[src/hw/rtl/base64_stream_decoder_macros.svh]
// Assertion macros for the base64 stream decoder.
// No dependencies; define ASSERT_OFF to compile the checks out.
`ifndef BASE64_STREAM_DECODER_MACROS_SVH
`define BASE64_STREAM_DECODER_MACROS_SVH
`ifndef ASSERT_OFF
`define B64D_ASSERT(label, clk, rst, prop) \
  label: assert property (@(posedge clk) disable iff (rst) prop) \
    else $error("b64d assertion failed");
`define B64D_ASSERT_NEXT(label, clk, rst, ante, cons) \
  label: assert property (@(posedge clk) disable iff (rst) (ante) |=> (cons)) \
    else $error("b64d assertion failed");
`else
`define B64D_ASSERT(label, clk, rst, prop)
`define B64D_ASSERT_NEXT(label, clk, rst, ante, cons)
`endif
`endif

[src/hw/rtl/b64d_pkg.sv]
// Shared constants, result group type and character decode for the base64 decoder.
// No dependencies.
package b64d_pkg;

  localparam int CharW   = 16;
  localparam int SextetW = 6;
  localparam int WordW   = 24;
  localparam int CountW  = 32;

  localparam logic       KIND_DATA = 1'b0;
  localparam logic       KIND_END  = 1'b1;

  localparam logic [1:0] STATUS_OK         = 2'd0;
  localparam logic [1:0] STATUS_BAD_LENGTH = 2'd1;
  localparam logic [1:0] STATUS_BAD_CHAR   = 2'd2;

  localparam logic [CharW-1:0] CHAR_UPPER_A = 16'h0041;
  localparam logic [CharW-1:0] CHAR_UPPER_Z = 16'h005A;
  localparam logic [CharW-1:0] CHAR_LOWER_A = 16'h0061;
  localparam logic [CharW-1:0] CHAR_LOWER_Z = 16'h007A;
  localparam logic [CharW-1:0] CHAR_DIGIT_0 = 16'h0030;
  localparam logic [CharW-1:0] CHAR_DIGIT_9 = 16'h0039;
  localparam logic [CharW-1:0] CHAR_PLUS    = 16'h002B;
  localparam logic [CharW-1:0] CHAR_SLASH   = 16'h002F;
  localparam logic [CharW-1:0] CHAR_PAD     = 16'h003D;

  localparam logic [SextetW-1:0] SEXTET_PLUS  = 6'd62;
  localparam logic [SextetW-1:0] SEXTET_SLASH = 6'd63;

  typedef struct packed {
    logic [1:0]        nbytes;
    logic              has_end;
    logic [1:0]        status;
    logic [CountW-1:0] count;
    logic [WordW-1:0]  word;
  } group_t;

  typedef struct packed {
    logic               invalid;
    logic [SextetW-1:0] sextet;
  } sextet_t;

  function automatic sextet_t decode_char(input logic [CharW-1:0] c);
    sextet_t r;
    r.invalid = 1'b1;
    r.sextet  = '0;
    if (c >= CHAR_UPPER_A && c <= CHAR_UPPER_Z) begin
      r.invalid = 1'b0;
      r.sextet  = SextetW'(c - CHAR_UPPER_A);
    end else if (c >= CHAR_LOWER_A && c <= CHAR_LOWER_Z) begin
      r.invalid = 1'b0;
      r.sextet  = SextetW'(c - CHAR_LOWER_A + 16'd26);
    end else if (c >= CHAR_DIGIT_0 && c <= CHAR_DIGIT_9) begin
      r.invalid = 1'b0;
      r.sextet  = SextetW'(c - CHAR_DIGIT_0 + 16'd52);
    end else if (c == CHAR_PLUS) begin
      r.invalid = 1'b0;
      r.sextet  = SEXTET_PLUS;
    end else if (c == CHAR_SLASH) begin
      r.invalid = 1'b0;
      r.sextet  = SEXTET_SLASH;
    end else if (c == CHAR_PAD) begin
      r.invalid = 1'b0;
      r.sextet  = '0;
    end
    return r;
  endfunction

endpackage

[src/hw/rtl/b64d_core.sv]
// Stream state and per-character decode; registers one result group per completed quartet or error.
// Depends on b64d_pkg.
module b64d_core
  import b64d_pkg::*;
(
  input  logic             clk,
  input  logic             rst,
  input  logic             in_valid,
  output logic             in_ready,
  input  logic [CharW-1:0] in_char,
  input  logic             in_final,
  output group_t           grp,
  output logic             grp_valid,
  input  logic             grp_take
);

  logic [17:0]       sextet_buffer, sextet_buffer_next;
  logic [1:0]        quartet_position, quartet_position_next;
  logic [1:0]        pad_flags, pad_flags_next;
  logic [CountW-1:0] bytes_emitted, bytes_emitted_next;
  logic              error_seen, error_seen_next;

  group_t            grp_next;
  logic              emit;
  logic              accept;
  sextet_t           dec;
  logic              is_pad;
  logic [CountW:0]   sum;

  assign in_ready = !grp_valid || grp_take;
  assign accept   = in_valid && in_ready;
  assign dec      = decode_char(in_char);
  assign is_pad   = (in_char == CHAR_PAD);

  always_comb begin
    sextet_buffer_next    = sextet_buffer;
    quartet_position_next = quartet_position;
    pad_flags_next        = pad_flags;
    bytes_emitted_next    = bytes_emitted;
    error_seen_next       = error_seen;
    emit                  = 1'b0;
    grp_next.nbytes       = 2'd0;
    grp_next.has_end      = 1'b0;
    grp_next.status       = STATUS_OK;
    grp_next.count        = bytes_emitted;
    grp_next.word         = {sextet_buffer, dec.sextet};
    sum                   = '0;
    if (error_seen) begin
      // drop until the final character
    end else if (dec.invalid) begin
      emit             = 1'b1;
      grp_next.has_end = 1'b1;
      grp_next.status  = STATUS_BAD_CHAR;
      error_seen_next  = 1'b1;
    end else if (quartet_position != 2'd3) begin
      sextet_buffer_next    = {sextet_buffer[11:0], dec.sextet};
      quartet_position_next = quartet_position + 2'd1;
      pad_flags_next        = {pad_flags[0], is_pad};
      if (in_final) begin
        emit             = 1'b1;
        grp_next.has_end = 1'b1;
        grp_next.status  = STATUS_BAD_LENGTH;
      end
    end else begin
      emit            = 1'b1;
      grp_next.nbytes = 2'd3;
      if (in_final && is_pad) begin
        grp_next.nbytes = pad_flags[0] ? 2'd1 : 2'd2;
      end
      sum                   = {1'b0, bytes_emitted} + (CountW+1)'(grp_next.nbytes);
      bytes_emitted_next    = sum[CountW] ? '1 : sum[CountW-1:0];
      grp_next.count        = bytes_emitted_next;
      grp_next.has_end      = in_final;
      sextet_buffer_next    = '0;
      quartet_position_next = 2'd0;
      pad_flags_next        = {pad_flags[0], is_pad};
    end
    if (in_final) begin
      sextet_buffer_next    = '0;
      quartet_position_next = 2'd0;
      pad_flags_next        = 2'd0;
      bytes_emitted_next    = '0;
      error_seen_next       = 1'b0;
    end
  end

  always_ff @(posedge clk) begin
    if (rst) begin
      sextet_buffer    <= '0;
      quartet_position <= '0;
      pad_flags        <= '0;
      bytes_emitted    <= '0;
      error_seen       <= 1'b0;
      grp_valid        <= 1'b0;
    end else begin
      if (accept) begin
        sextet_buffer    <= sextet_buffer_next;
        quartet_position <= quartet_position_next;
        pad_flags        <= pad_flags_next;
        bytes_emitted    <= bytes_emitted_next;
        error_seen       <= error_seen_next;
      end
      if (accept && emit) begin
        grp_valid <= 1'b1;
      end else if (grp_take) begin
        grp_valid <= 1'b0;
      end
    end
  end

  always_ff @(posedge clk) begin
    if (accept && emit) begin
      grp <= grp_next;
    end
  end

endmodule

[src/hw/rtl/b64d_serializer.sv]
// Holds one result group and sends its words out one per cycle while out_ready is high.
// Depends on b64d_pkg.
module b64d_serializer
  import b64d_pkg::*;
(
  input  logic              clk,
  input  logic              rst,
  input  group_t            grp,
  input  logic              grp_valid,
  output logic              grp_take,
  output logic              out_valid,
  input  logic              out_ready,
  output logic              kind,
  output logic [7:0]        data_byte,
  output logic [1:0]        status,
  output logic [CountW-1:0] byte_count,
  output logic              run_last
);

  group_t     cur;
  logic       cur_valid;
  logic [1:0] idx;
  logic [2:0] total;
  logic       fire;
  logic       is_data;

  assign total     = {1'b0, cur.nbytes} + {2'b0, cur.has_end};
  assign run_last  = ({1'b0, idx} == total - 3'd1);
  assign out_valid = cur_valid;
  assign fire      = cur_valid && out_ready;
  assign grp_take  = grp_valid && (!cur_valid || (fire && run_last));
  assign is_data   = (idx < cur.nbytes);
  assign kind      = is_data ? KIND_DATA : KIND_END;

  always_comb begin
    data_byte  = '0;
    status     = STATUS_OK;
    byte_count = '0;
    if (is_data) begin
      case (idx)
        2'd0:    data_byte = cur.word[23:16];
        2'd1:    data_byte = cur.word[15:8];
        default: data_byte = cur.word[7:0];
      endcase
    end else begin
      status     = cur.status;
      byte_count = cur.count;
    end
  end

  always_ff @(posedge clk) begin
    if (rst) begin
      cur_valid <= 1'b0;
      idx       <= '0;
    end else begin
      if (grp_take) begin
        cur_valid <= 1'b1;
        idx       <= '0;
      end else if (fire && run_last) begin
        cur_valid <= 1'b0;
        idx       <= '0;
      end else if (fire) begin
        idx <= idx + 2'd1;
      end
    end
  end

  always_ff @(posedge clk) begin
    if (grp_take) begin
      cur <= grp;
    end
  end

endmodule

[src/hw/rtl/base64_stream_decoder.sv]
// Top level of the streaming base64 decoder.
// Depends on b64d_pkg, b64d_core, b64d_serializer and base64_stream_decoder_macros.svh.
//
// Takes one UTF-16 character per cycle on the s_axis side (tlast marks the final
// character) and returns decoded bytes and one end-of-stream status word on the
// m_axis side. A character is accepted in every cycle as long as the output keeps
// up; results leave at one word per cycle while m_axis_tready is high, a completed
// quartet gives up to three data words (and an end word when it is the final
// one), and the input stalls once two result groups are waiting. The byte count
// saturates at all ones.
`include "base64_stream_decoder_macros.svh"
module base64_stream_decoder
  import b64d_pkg::*;
(
  input  logic        clk,
  input  logic        rst,
  input  logic        s_axis_tvalid,
  output logic        s_axis_tready,
  input  logic [15:0] s_axis_tdata,   // [15:0] char_code
  input  logic        s_axis_tlast,
  output logic        m_axis_tvalid,
  input  logic        m_axis_tready,
  output logic [47:0] m_axis_tdata,   // [7:0] data_byte, [9:8] status, [41:10] byte_count
  output logic        m_axis_tuser,   // [0] kind
  output logic        m_axis_tlast
);

  group_t            grp;
  logic              grp_valid;
  logic              grp_take;
  logic              kind;
  logic [7:0]        data_byte;
  logic [1:0]        status;
  logic [CountW-1:0] byte_count;
  logic              run_last;

  b64d_core u_core (
    .clk       (clk),
    .rst       (rst),
    .in_valid  (s_axis_tvalid),
    .in_ready  (s_axis_tready),
    .in_char   (s_axis_tdata),
    .in_final  (s_axis_tlast),
    .grp       (grp),
    .grp_valid (grp_valid),
    .grp_take  (grp_take)
  );

  b64d_serializer u_serializer (
    .clk        (clk),
    .rst        (rst),
    .grp        (grp),
    .grp_valid  (grp_valid),
    .grp_take   (grp_take),
    .out_valid  (m_axis_tvalid),
    .out_ready  (m_axis_tready),
    .kind       (kind),
    .data_byte  (data_byte),
    .status     (status),
    .byte_count (byte_count),
    .run_last   (run_last)
  );

  assign m_axis_tdata = {6'b0, byte_count, status, data_byte};
  assign m_axis_tuser = kind;
  assign m_axis_tlast = run_last;

  `B64D_ASSERT(a_end_is_last, clk, rst, (m_axis_tvalid && m_axis_tuser) |-> m_axis_tlast)
  `B64D_ASSERT(a_data_fields_clear, clk, rst, (m_axis_tvalid && !m_axis_tuser) |-> (m_axis_tdata[41:8] == 34'd0))
  `B64D_ASSERT(a_status_legal, clk, rst, (m_axis_tvalid && m_axis_tuser) |-> (m_axis_tdata[9:8] != 2'd3))
  `B64D_ASSERT_NEXT(a_group_handoff, clk, rst, (grp_valid && !grp_take), grp_valid)

endmodule

[config.mk]
export PLATFORM = sky130hd
export DESIGN_NAME = base64_stream_decoder
export DESIGN_NICKNAME = d
export VERILOG_FILES = /design/src/hw/rtl/b64d_pkg.sv /design/src/hw/rtl/b64d_core.sv /design/src/hw/rtl/b64d_serializer.sv /design/src/hw/rtl/base64_stream_decoder.sv
export VERILOG_INCLUDE_DIRS = /design/src /design/src/hw/rtl
export SDC_FILE = /design/constraint.sdc
export NUM_CORES = 1
export LEC_CHECK = 0
export ABC_AREA = 0
export BUFFER_PORTS_ARGS = -buffer_cell sky130_fd_sc_hd__buf_2
export CAP_MARGIN = 30
export CORE_UTILIZATION = 45
export CTS_CLUSTER_SIZE = 8
export DETAILED_ROUTE_END_ITERATION = 6
export SYNTH_ARGS = -nofsm -noshare
export SYNTH_HDL_FRONTEND = slang
export SYNTH_SLANG_ARGS = --single-unit
export TNS_END_PERCENT = 50
[constraint.sdc]
create_clock -name clk -period 10.1 [get_ports clk]
set_input_delay 2.02 -clock clk [delete_from_list [all_inputs] [get_ports clk]]
set_output_delay 2.02 -clock clk [all_outputs]
set_load 0.01 [all_outputs]
* Yosys cells after proc, flatten, opt, wreduce, memory -nomap -nowiden
Cells that the tools add are included.
Storage, ports and cells: latch bits 0, bits in writable memories 0, memory bits (read-only) 0, bits in registers 180, logic and storage cells 114, output and inout bits 52, bits of input ports 21, memories 0
Operators by class: divide/modulo/power cells 0, add/subtract/negate cells 10, $lt $le $gt $ge 7, bitwise operators 1, reductions and logical operators 21, eq/ne operators 8, $mul 0, muxes and demuxes 48, shift operators 0
Operators by type and width (count):
- two-way mux 32 bit | 7
- two-way mux 18 bit | 4
- equality test 16 x 6 -> 1 bit (second input constant) | 3
- two-way mux 7 bit | 6
- adder 32 x 2 -> 33 bit | 1
- >= comparator 16 x 7 -> 1 bit (second input constant) | 2
- <= comparator 16 x 7 -> 1 bit (second input constant) | 2
- two-way mux 2 bit | 11
- >= comparator 16 x 6 -> 1 bit (second input constant) | 1
- <= comparator 16 x 6 -> 1 bit (second input constant) | 1
- two-way mux 1 bit | 16
- one-hot mux 8 bit (2 select lines) | 1
- subtractor 6 bit (second input constant) | 2
- logical AND 1 bit | 9
- OR reduction 3 bit | 3
- two-way mux 8 bit | 1
- adder 6 x 5 -> 6 bit (second input constant) | 1
- adder 6 bit (second input constant) | 1
- two-way mux 3 bit | 2
- != test 2 bit (second input constant) | 3
- subtractor 6 x 1 -> 6 bit (second input constant) | 1
- adder 2 x 1 -> 2 bit (second input constant) | 2
- nonzero test 2 bit | 2
- adder 2 x 1 -> 3 bit | 1
- other kinds (10) | 12

* Depth between registers and ports, before layout
Gate-level depths: netlist of run 1.
depth in word-level cells 15, mapped depth 15

* Cells and area by module
A second synthesis of run 1 with hierarchy kept.
Unflattened totals: cell total of the unflattened synthesis 736, area total of the unflattened synthesis 8330.5 um^2
By module, submodules not included:
- b64d_core | seq. area each 2932.8 um^2, area each 5753.0 um^2, cells each 570, instances 1
- b64d_serializer | seq. area each 1891.8 um^2, area each 2528.7 um^2, cells each 159, instances 1
- base64_stream_decoder | seq. area each 0.0 um^2, area each 48.8 um^2, cells each 7, instances 1

* Worst setup path after synthesis of run 1
No wires, ideal clock.
path kind in2reg, start in m_axis_tready, end reg u_serializer.cur[0] (netlist bit), enable pin, library setup time 0.576 ns, buffers on the path 0, path slack 2.913 ns, data arrival time 6.611 ns, stages 2, cell sequence nand2_1 a21boi_0
On the way: cells in the longest elaborated chain, start to end 4
RTL lines:
- start, declared | line base64_stream_decoder.sv:22 | input logic m_axis_tready,
- logical AND 1 bit | line b64d_serializer.sv:30 | assign fire = cur_valid && out_ready;
- logical AND 1 bit | line b64d_serializer.sv:31 | assign grp_take = grp_valid && (!cur_valid || (fire && run_last));
- logical OR 1 bit | line b64d_serializer.sv:31
- logical AND 1 bit | line b64d_serializer.sv:31
- via grp_take | line base64_stream_decoder.sv:30 | logic grp_take;
- end signal, assigned | line b64d_serializer.sv:70 | cur <= grp;
- end, declared | line b64d_serializer.sv:20 | group_t cur;
The timed path passes the listed nets, and every way through them passes these cells. A chain may end at the register's enable or synchronous reset.

==> results of run 1 <==
## cell type report
class,instances,share of cell area [%]
repair buffers,77,4.22
inverters,27,1.02
multi-input cells,555,36.9
flip-flops and latches,180,48.7
well taps,260,3.28
clock inverters,15,1.64
clock buffers,17,4.29
## worst min-delay path by stage
stage / from / endpoint / slack (ns)
after floorplan: u_core.grp[0] / u_serializer.cur[0] / 0.40
after global placement: u_core.grp[16] / u_serializer.cur[16] / 0.40
after detailed placement: u_core.grp[30] / u_serializer.cur[30] / 0.40
after CTS: u_core.grp[36] / u_serializer.cur[36] / 0.42
after global routing: u_core.grp[33] / u_serializer.cur[33] / 0.43
final: u_core.grp[59] / u_serializer.cur[59] / 0.42
## logic make-up after synthesis
group,after synthesis,synth area share (%)
AND/OR/NAND/NOR,266,18.3
AO/OA/AOI/OAI,250,18.6
flip-flops,180,54.8
buffers and inverters,79,4.09
adder cells (fa/ha/maj),16,2.36
multiplexers,9,1.05
XOR/XNOR,8,0.795
other,1,0.0426
## registers in the layout, indices dropped and copies added, names as in the netlist
signal,cells
u_core.bytes_emitted,32
u_serializer.idx,2
u_core.grp_valid,1
u_core.pad_flags,1
u_core.quartet_position,2
u_core.error_seen,1
u_serializer.out_valid,1
u_core.grp,61
u_core.sextet_buffer,18
u_serializer.cur,61
## routing by layer
layer | up-vias | global-route usage [%]
li1 | 3189 | -
met3 | 28 | 5.11
met5 | - | 0
met1 | 3269 | 35.4
met2 | 289 | 35.2
met4 | 0 | 7.02
## metrics by stage
| step | total power, W | cell area, µm² |
|---|---|---|
| finish | 0.00163 | 9910 |
| global route | 0.00168 | 9910 |
| CTS | 0.00164 | 9910 |
| detailed placement | 0.000983 | 9330 |
| global placement | 0.000977 | 9300 |
| floorplan | 0.000936 | 8830 |
## where the power goes
group,internal (W),switching [W]
logic,0.0000352,0.0000892
registers,0.000828,0.0000137
clock network,0.000352,0.000309
total,0.00122,0.000412
## cells in the mapped netlist, drive strengths merged (4+ instances only)
library cell and number:
a221oi 4, mux2i 7, or3 6, o21ai 52, nand4 28, nor2b 5
nand2 58, edfxtp 122, a31oi 31, a21o 4, and2 39, dfxtp 58
a211oi 15, clkbuf 28, xor2 5, a21oi 84, or2 4, ha 15
buf 24, nand2b 5, a22oi 10, nor4 11, o211ai 5, nor3b 4
and3 11, nand3 25, inv 27, nor2 32, nor3 26, a21boi 4
o32ai 5
==> results.yml, run 1 <==
placement:
  gp_congestion: 0.902
  hpwlAfterDp_um: 16600
  portBuffers: 66
  place_ws_ns: 4.28
  placed_cells: 1099
die:
  initial_core_util_pct: 46.5
  rows: 50
  dieHeight_um: 142
  fp.coreArea_um2: 19000
  die_w_um: 142
  io_pins: 73
  die_area_um2: 20100
setup_path:
  crit_cells: 14
  r2r-start: "u_core.pad_flags[0]"
  r2r_slack_ns: 6.60
  cp-startpoint: "s_axis_tdata[14]"
  endpoint_kind: "flip-flop"
  r2r_cells: 8
  crit_top_cell: "nor4_4"
  cp.required_ns: 10.24
  cp-start-kind: "input port"
  worstSetupEndpoint: "u_core.grp[30]"
  slowest_stage: "nor3_4"
  critPathMaxFanout: 17
  critPathKind: "input port to flip-flop"
  max_stage_delay_ns: 0.69
  worstReg2RegEnd: "u_core.grp[51]"
  crit_buf_inv: 1
  crit_arrival_ns: 5.57
  worstPathCellList: "buf_2 > nor4_4 > and3_1 > nand2_1 > nor3_1 > nand3b_1 > ha_1 > fa_1 > nand4_2 > nor4_4 > nand3_4 > nor2_8 > nor3_4 > a31oi_1"
  cpLargestDelayFamily: "simple AND/OR/NAND/NOR gates"
route:
  dr.first_iter.drc_count: 602
  dr.pass1.iters: 5
  wl_per_cell_um: 21.1
  dr_total_vias: 6775
  remaining_drc_errors: 0
  wl_met1_um: 11400
  top_layer: "met4"
  routed_wl_um: 23800
  wl_met2_um: 10100
  antenna_left: 0
  dr_wl_met3_um: 1900
  viasPerCell: 5.99
synthesis:
  yosysSeqAreaShare_pct: 54.8
  netlist_instances: 809
  yosysTopAreaCell: "edfxtp_1"
  synthArstFlopShare_pct: 0
  synth_edf_count: 122
  yosys_warnings: 0
  synth_area_leaders: "edfxtp_1, dfxtp_1, a21oi_1"
  yosysTopAreaCellShare_pct: 41.6
  synth_ff_type: "edfxtp_1"
  synth_cell_type_count: 85
  syn_area_um2: 8810
  avgSynthCellArea_um2: 10.9
  ys_ff_latch: 180
layout:
  multi_input_area_um2: 3660
  mostFrequentLayoutCells: "edfxtp_1, a21oi_1, buf_2"
  diodes: 0
  final_net_count: 895
  synthToLayoutAreaGrowth_pct: 12.5
  n_fill_cell: 1701
  fin_cells: 1131
  seq_area_um2: 4820
  final_common_cell: "edfxtp_1"
  fin_util_pct: 52.3
  drive_gt1_share_pct: 18.9
power:
  vdd_drop_max_uv: 112
  p_leak_nw: 3.50
  cellPowerDensity_nw_per_um2: 164
cts:
  tritoncts: "built"
  postCtsResizedCells: 0
  numCtsBuffers: 17
  cts.clk_slew.worst_paths_ns: 0.07
  htreeDepth: 4
  clockRootBuffer: "clkbuf_16"
  cts_max_path_buffers: 2
  clock_sinks: 180
  cts_hold_buf: 0
  post_cts.repair.setup_buffers: 0
  clock_latency_ns: 0.43
outcome:
  status: "completed"
global_routing:
  grt_util_all_layers_pct: 24.0
  overflow: 0
  grt_first_pass_wirelength_um: 36300
  grt_pass1_vias: 6337
  grt_max_degree: 63
  grt_antenna_before_repair: 0
worst_hold_path:
  min_path_type: "flip-flop to flip-flop"
  hold_depth: 0
sta:
  rsz0062_at_grt: "no"
  period_share_pct: 53.7
  fmax_mhz: 184
  layout_setup_ws_ns: 4.67
  setup_violations: 0
  hold-worst-slack_ns: 0.419
  worst_slew_pin_slew_ns: 0.964
  period_needed_ns: 5.43
  drv_slew: 0
  hold_viol: 0
  slew-limit-headroom_pct: 35.7
  setup_tns_ns: 0
  fin_skew_ns: 0.0126
job:
  max-cap-violations: 0
Note: power is estimated with default switching activity, not from simulation.
==> run 2: changes to the inputs <==
ABC_AREA = 1   (was 0)
PLACE_DENSITY = 0.65   (was not set)
clock period = 4.84 ns   (was 10.1 ns; I/O delays follow)
==> run 2 against run 1 <==
Compared with the run above:
- the flow now finishes with violations (design-rule violations)
- global-route usage down 4.4 points
- register-to-register slack got worse by 4.6 ns
- design area rose by 4.6%
- highest routed layer unchanged
- synthesized area is 5.4% higher
- utilization down 1.1 points
- final cell count increased by 27%
- clock power increased by 91%
- wire length down 16%
- non-clock buffer count rose by 3
- die area increased by 5.3%
- worst setup slack got worse by 3.5 ns
- largest cell class unchanged
==> results.yml, run 2 <==
power:
  power_w: 0.00328
  p_int_w: 0.00249
  vdd_drop_max_uv: 170
  cellPowerDensity_nw_per_um2: 317
  clockPowerShare_pct: 38.3
  comb_power_share_pct: 8.3
  seqPwrFrac_pct: 53.4
  p_leak_nw: 4.36
  switching_share_pct: 24.0
  p_sw_w: 0.000788
cts:
  tritoncts: "built"
  cts_max_path_buffers: 2
  clockRootBuffer: "clkbuf_16"
  cts_hold_buf: 0
  numCtsBuffers: 17
  cts.clk_slew.worst_paths_ns: 0.07
  postCtsResizedCells: 0
  htreeDepth: 4
  clock_latency_ns: 0.43
  clock_sinks: 180
  post_cts.repair.setup_buffers: 0
sta:
  period_needed_ns: 3.71
  slew-limit-headroom_pct: 46.6
  worst_slew_pin_slew_ns: 0.801
  setup_tns_ns: 0
  fmax_mhz: 270
  period_share_pct: 76.6
  setup_violations: 0
  hold_viol: 0
  drv_slew: 0
  rsz0062_at_grt: "no"
  fin_skew_ns: 0.0127
setup_path:
  crit_arrival_ns: 3.89
  crit_buf_inv: 4
  cp.required_ns: 5.02
  cp-start-kind: "input port"
  endpoint_kind: "flip-flop"
  max_stage_delay_ns: 0.40
  critPathMaxFanout: 15
  critPathKind: "input port to flip-flop"
  slowest_stage: "fa_1"
  worstPathCellList: "buf_2 > ha_1 > nand2_1 > nand3b_1 > nor2_1 > nand2_1 > ha_1 > fa_1 > nand3_1 > nor2_1 > nand3_2 > inv_1 > nand4_1 > buf_4 > nand3_1 > o22ai_1 > inv_1"
  cpLargestDelayFamily: "simple AND/OR/NAND/NOR gates"
synthesis:
  synth_edf_count: 122
  ys_top_cells_by_count: "nand2_1, inv_1, edfxtp_1, nor2_1, nand3_1"
  avgSynthCellArea_um2: 8.39
  yosys_warnings: 0
  synthMostInstantiatedCell: "nand2_1"
  yosysTopAreaCellShare_pct: 39.5
  ys_ff_latch: 180
  synthArstFlopShare_pct: 0
  netlist_instances: 1106
  synth_cell_type_count: 46
  yosysTopAreaCell: "edfxtp_1"
  synth_area_leaders: "edfxtp_1, dfxtp_1, nand2_1"
  syn_area_um2: 9280
  synth_ff_type: "edfxtp_1"
  yosysSeqAreaShare_pct: 52.0
layout:
  synthToLayoutAreaGrowth_pct: 11.7
  design_area_um2: 10400
  diodes: 0
  final_net_count: 1195
  mostFrequentLayoutCells: "nand2_1, inv_1, edfxtp_1"
  final_common_cell: "nand2_1"
  n_fill_cell: 1937
  top_regs: "u_core.grp x61, u_serializer.cur x61, u_core.bytes_emitted x32"
  drive_gt1_share_pct: 14.8
global_routing:
  overflow: 0
  grt_antenna_before_repair: 0
  grt_max_degree: 63
  grt_first_pass_wirelength_um: 33300
  grt_util_all_layers_pct: 19.6
  grt_pass1_vias: 6607
die:
  rows: 52
  io_pins: 73
  initial_core_util_pct: 45.9
  fp.coreArea_um2: 20200
  die_area_um2: 21200
  dieHeight_um: 146
  die_w_um: 146
outcome:
  violations: "design-rule violations"
  status: "complete, but fails checks"
route:
  wl_per_cell_um: 13.9
  antenna_left: 0
  dr.first_iter.drc_count: 613
  remaining_drc_errors: 2
  routed_wl_um: 20000
  dr.pass1.iters: 7
  viasPerCell: 4.99
  dr_total_vias: 7197
placement:
  hpwlAfterDp_um: 13900
  portBuffers: 66
  dpl_cell_area_um2: 9830
  gp_congestion: 0.881
job:
  max-cap-violations: 0
worst_hold_path:
  min_path_type: "flip-flop to flip-flop"
## run 2: area by class of cell
cell class	count	area, µm²	share of cell area, %
repair buffers	80	448	4.32
well taps	270	338	3.26
clock inverters	10	76.3	0.736
multi-input cells	732	3670	35.4
inverters	147	552	5.32
clock buffers	22	464	4.48
flip-flops and latches	180	4820	46.5
## run 2: metrics by stage
stage / util, % / hold slack [ns] / setup WS [ns] / std cells
after floorplan: - / 0.400 / 0.386 / 1111
after global placement: 48.6 / 0.402 / 0.789 / 1409
after detailed placement: 48.6 / 0.405 / 0.704 / 1409
after CTS: 51.2 / 0.416 / 1.15 / 1441
after global routing: 51.2 / 0.423 / 0.896 / 1441
final: 51.2 / 0.414 / 1.13 / 1441
## run 2: final timing paths
kind | start | end | slack (ns) | cells past startpoint
max | s_axis_tdata[2] | u_core.grp[40] | 1.13 | 17
min | u_core.grp[52] | u_serializer.cur[52] | 0.41 | 0
max reg2reg | u_serializer.cur[59] | u_core.sextet_buffer[15] | 2.02 | 14
min reg2reg | u_core.grp[52] | u_serializer.cur[52] | 0.41 | 0
## run 2: power groups by stage
stage          combinational, W  sequential, W  clock [W]
6_report               0.000272        0.00175    0.00126
5_1_grt                0.000305        0.00176    0.00135
4_1_cts                0.000275        0.00175    0.00128
3_5_place_dp           0.000274        0.00179          0
3_3_place_gp           0.000272        0.00178          0
2_1_floorplan          0.000187        0.00178          0
## run 2: cell families (layout without fill, tap and decap cells)
group                    after synthesis  in the layout  synth area share [%]
AO/OA/AOI/OAI                        137            137                  8.05
XOR/XNOR                              28             28                  2.64
adder cells (fa/ha/maj)               16             16                  2.24
buffers and inverters                199            259                  8.82
flip-flops                           180            180                  52.0
other                                  1              6                0.0404
AND/OR/NAND/NOR                      545            545                  26.2
## run 2: routing by layer
metal	GRT usage, %	routed length [µm]	share of wire [%]
met2	29.6	8600	43
met4	5.05	187	0.94
met1	29.3	10400	52
met3	2.95	827	4.1
met5	0	0	0
==> run 3: changes to the inputs <==
PLACE_DENSITY = not set   (was 0.65)
clock period = 3.85 ns   (was 4.84 ns; I/O delays follow)
==> run 3 against run 2 <==
Compared with the run above:
- the run now ends clean
- flip-flop and latch count is the same
- via count grew 0.75%
- register-to-register slack lost 0.99 ns
- non-clock buffer count grew 17
- worst hold slack gained 0.0031 ns
==> results.yml, run 3 (synthesized netlist as in run 2, its figures left out) <==
cts:
  tritoncts: "built"
  cts_max_path_buffers: 2
  cts.clk_slew.worst_paths_ns: 0.07
  clock_latency_ns: 0.44
  htreeDepth: 4
  cts_hold_buf: 0
  clock_sinks: 180
  clockRootBuffer: "clkbuf_16"
  postCtsResizedCells: 0
  post_cts.repair.setup_buffers: 0
  numCtsBuffers: 17
setup_path:
  endpoint_kind: "flip-flop"
  worstSetupEndpoint: "u_core.grp[44]"
  critPathKind: "input port to flip-flop"
  worstReg2RegEnd: "u_core.sextet_buffer[1]"
  cp-start-kind: "input port"
  r2r_slack_ns: 1.03
  r2r_cells: 14
  cp.required_ns: 4.04
  r2r-start: "u_serializer.cur[58]"
  crit_arrival_ns: 3.50
  cp-startpoint: "s_axis_tdata[1]"
  critPathMaxFanout: 11
sta:
  worst_slew_pin_slew_ns: 0.656
  slew-limit-headroom_pct: 56.2
  drv_slew: 0
  fin_skew_ns: 0.0106
  period_share_pct: 85.8
  setup_tns_ns: 0
  fmax_mhz: 303
  rsz0062_at_grt: "no"
  period_needed_ns: 3.30
  hold_viol: 0
  setup_violations: 0
power:
  clockPowerShare_pct: 41.0
  power_w: 0.00433
  seqPwrFrac_pct: 50.8
  comb_power_share_pct: 8.2
  p_sw_w: 0.00111
  switching_share_pct: 25.6
  cellPowerDensity_nw_per_um2: 409
  p_int_w: 0.00322
  p_leak_nw: 4.50
  vdd_drop_max_uv: 319
layout:
  final_net_count: 1212
  top_regs: "u_core.grp x61, u_serializer.cur x61, u_core.bytes_emitted x32"
  synthToLayoutAreaGrowth_pct: 14.0
  final_common_cell: "nand2_1"
  diodes: 0
  mostFrequentLayoutCells: "nand2_1, inv_1, edfxtp_1"
  fin_cells: 1458
  drive_gt1_share_pct: 16.2
route:
  antenna_left: 0
  dr.pass1.iters: 5
  routed_wl_um: 20400
  dr_total_vias: 7251
  remaining_drc_errors: 0
  dr.first_iter.drc_count: 634
  wl_per_cell_um: 14.0
  viasPerCell: 4.97
die:
  dieHeight_um: 146
  die_area_um2: 21200
  io_pins: 73
  die_w_um: 146
  rows: 52
  initial_core_util_pct: 45.9
  fp.coreArea_um2: 20200
outcome:
  status: "completed"
global_routing:
  grt_antenna_before_repair: 0
  grt_pass1_vias: 6533
  overflow: 0
  grt_util_all_layers_pct: 20.1
  grt_first_pass_wirelength_um: 33800
  grt_max_degree: 53
placement:
  placed_cells: 1426
  portBuffers: 66
  gp_congestion: 0.871
  hpwlAfterDp_um: 14100
job:
  max-cap-violations: 0
worst_hold_path:
  min_path_type: "flip-flop to flip-flop"
## run 3: cell count changes in the layout (fill, tap and decap cells not counted), sizes merged
cell,delta
buf,+17
bufinv,+1
clkbuf,-5
clkinvlp,-4
inv,+8
## run 3: cell type report
class                           count  area (µm²)
Fill cell                        1909        9650
Sequential cell                   180        4820
Multi-Input combinational cell    732        3670
Timing Repair Buffer               97         601
Inverter                          147         552
Clock buffer                       17         425
Tap cell                          270         338
Clock inverter                     15         178
## run 3: power groups by stage
stage	Sequential [W]	Clock (W)	Combinational [W]
floorplan	0.00224	0	0.000235
global placement	0.00224	0	0.000353
detailed placement	0.00225	0	0.000358
CTS	0.00220	0.00181	0.000360
global route	0.00221	0.00189	0.000400
finish	0.00220	0.00177	0.000355
## run 3: worst min path at each step
| stage | startpoint | endpoint | slack (ns) | cells after the start |
|---|---|---|---|---|
| after CTS | u_core.grp[2] | u_serializer.cur[2] | 0.42 | 0 |
| after floorplan | u_core.grp[0] | u_serializer.cur[0] | 0.40 | 0 |
| after global placement | u_core.grp[59] | u_serializer.cur[59] | 0.40 | 0 |
| final | u_core.grp[2] | u_serializer.cur[2] | 0.42 | 0 |
| after detailed placement | u_core.grp[12] | u_serializer.cur[12] | 0.40 | 0 |
| after global routing | u_core.grp[24] | u_serializer.cur[24] | 0.42 | 0 |
## run 3: per-stage QoR
step	hold slack, ns	area, µm²	setup WS [ns]	util [%]
CTS	0.420	10600	0.544	52.3
global placement	0.401	9960	0.113	49.2
floorplan	0.400	9300	0.128	-
detailed placement	0.405	9980	0.0854	49.3
global route	0.421	10600	0.268	52.3
finish	0.417	10600	0.546	52.3
## run 3: worst max-delay path, stage by stage
cell and delay (ns):
buf_2 0.11, inv_2 0.07, ha_1 0.16, nand2_1 0.06, nand3b_1 0.28, nor2_1 0.27, nand2_1 0.09, ha_1 0.23
fa_1 0.41, nand3_1 0.12, nor2_1 0.09, nand3_2 0.11, inv_1 0.08, nand4_1 0.11, buf_4 0.19, nand3_1 0.12
o22ai_1 0.18, inv_1 0.06
## run 3: layer usage
layer  track usage, %  up-vias  wire length (µm)  share of wire, %
met5                0        -                 0                 0
met4             6.00        0               261               1.3
li1                 -     3748                 -                 -
met3             3.32       18               940               4.6
met2             29.2      168              8530                42
met1             30.5     3317             10600                52
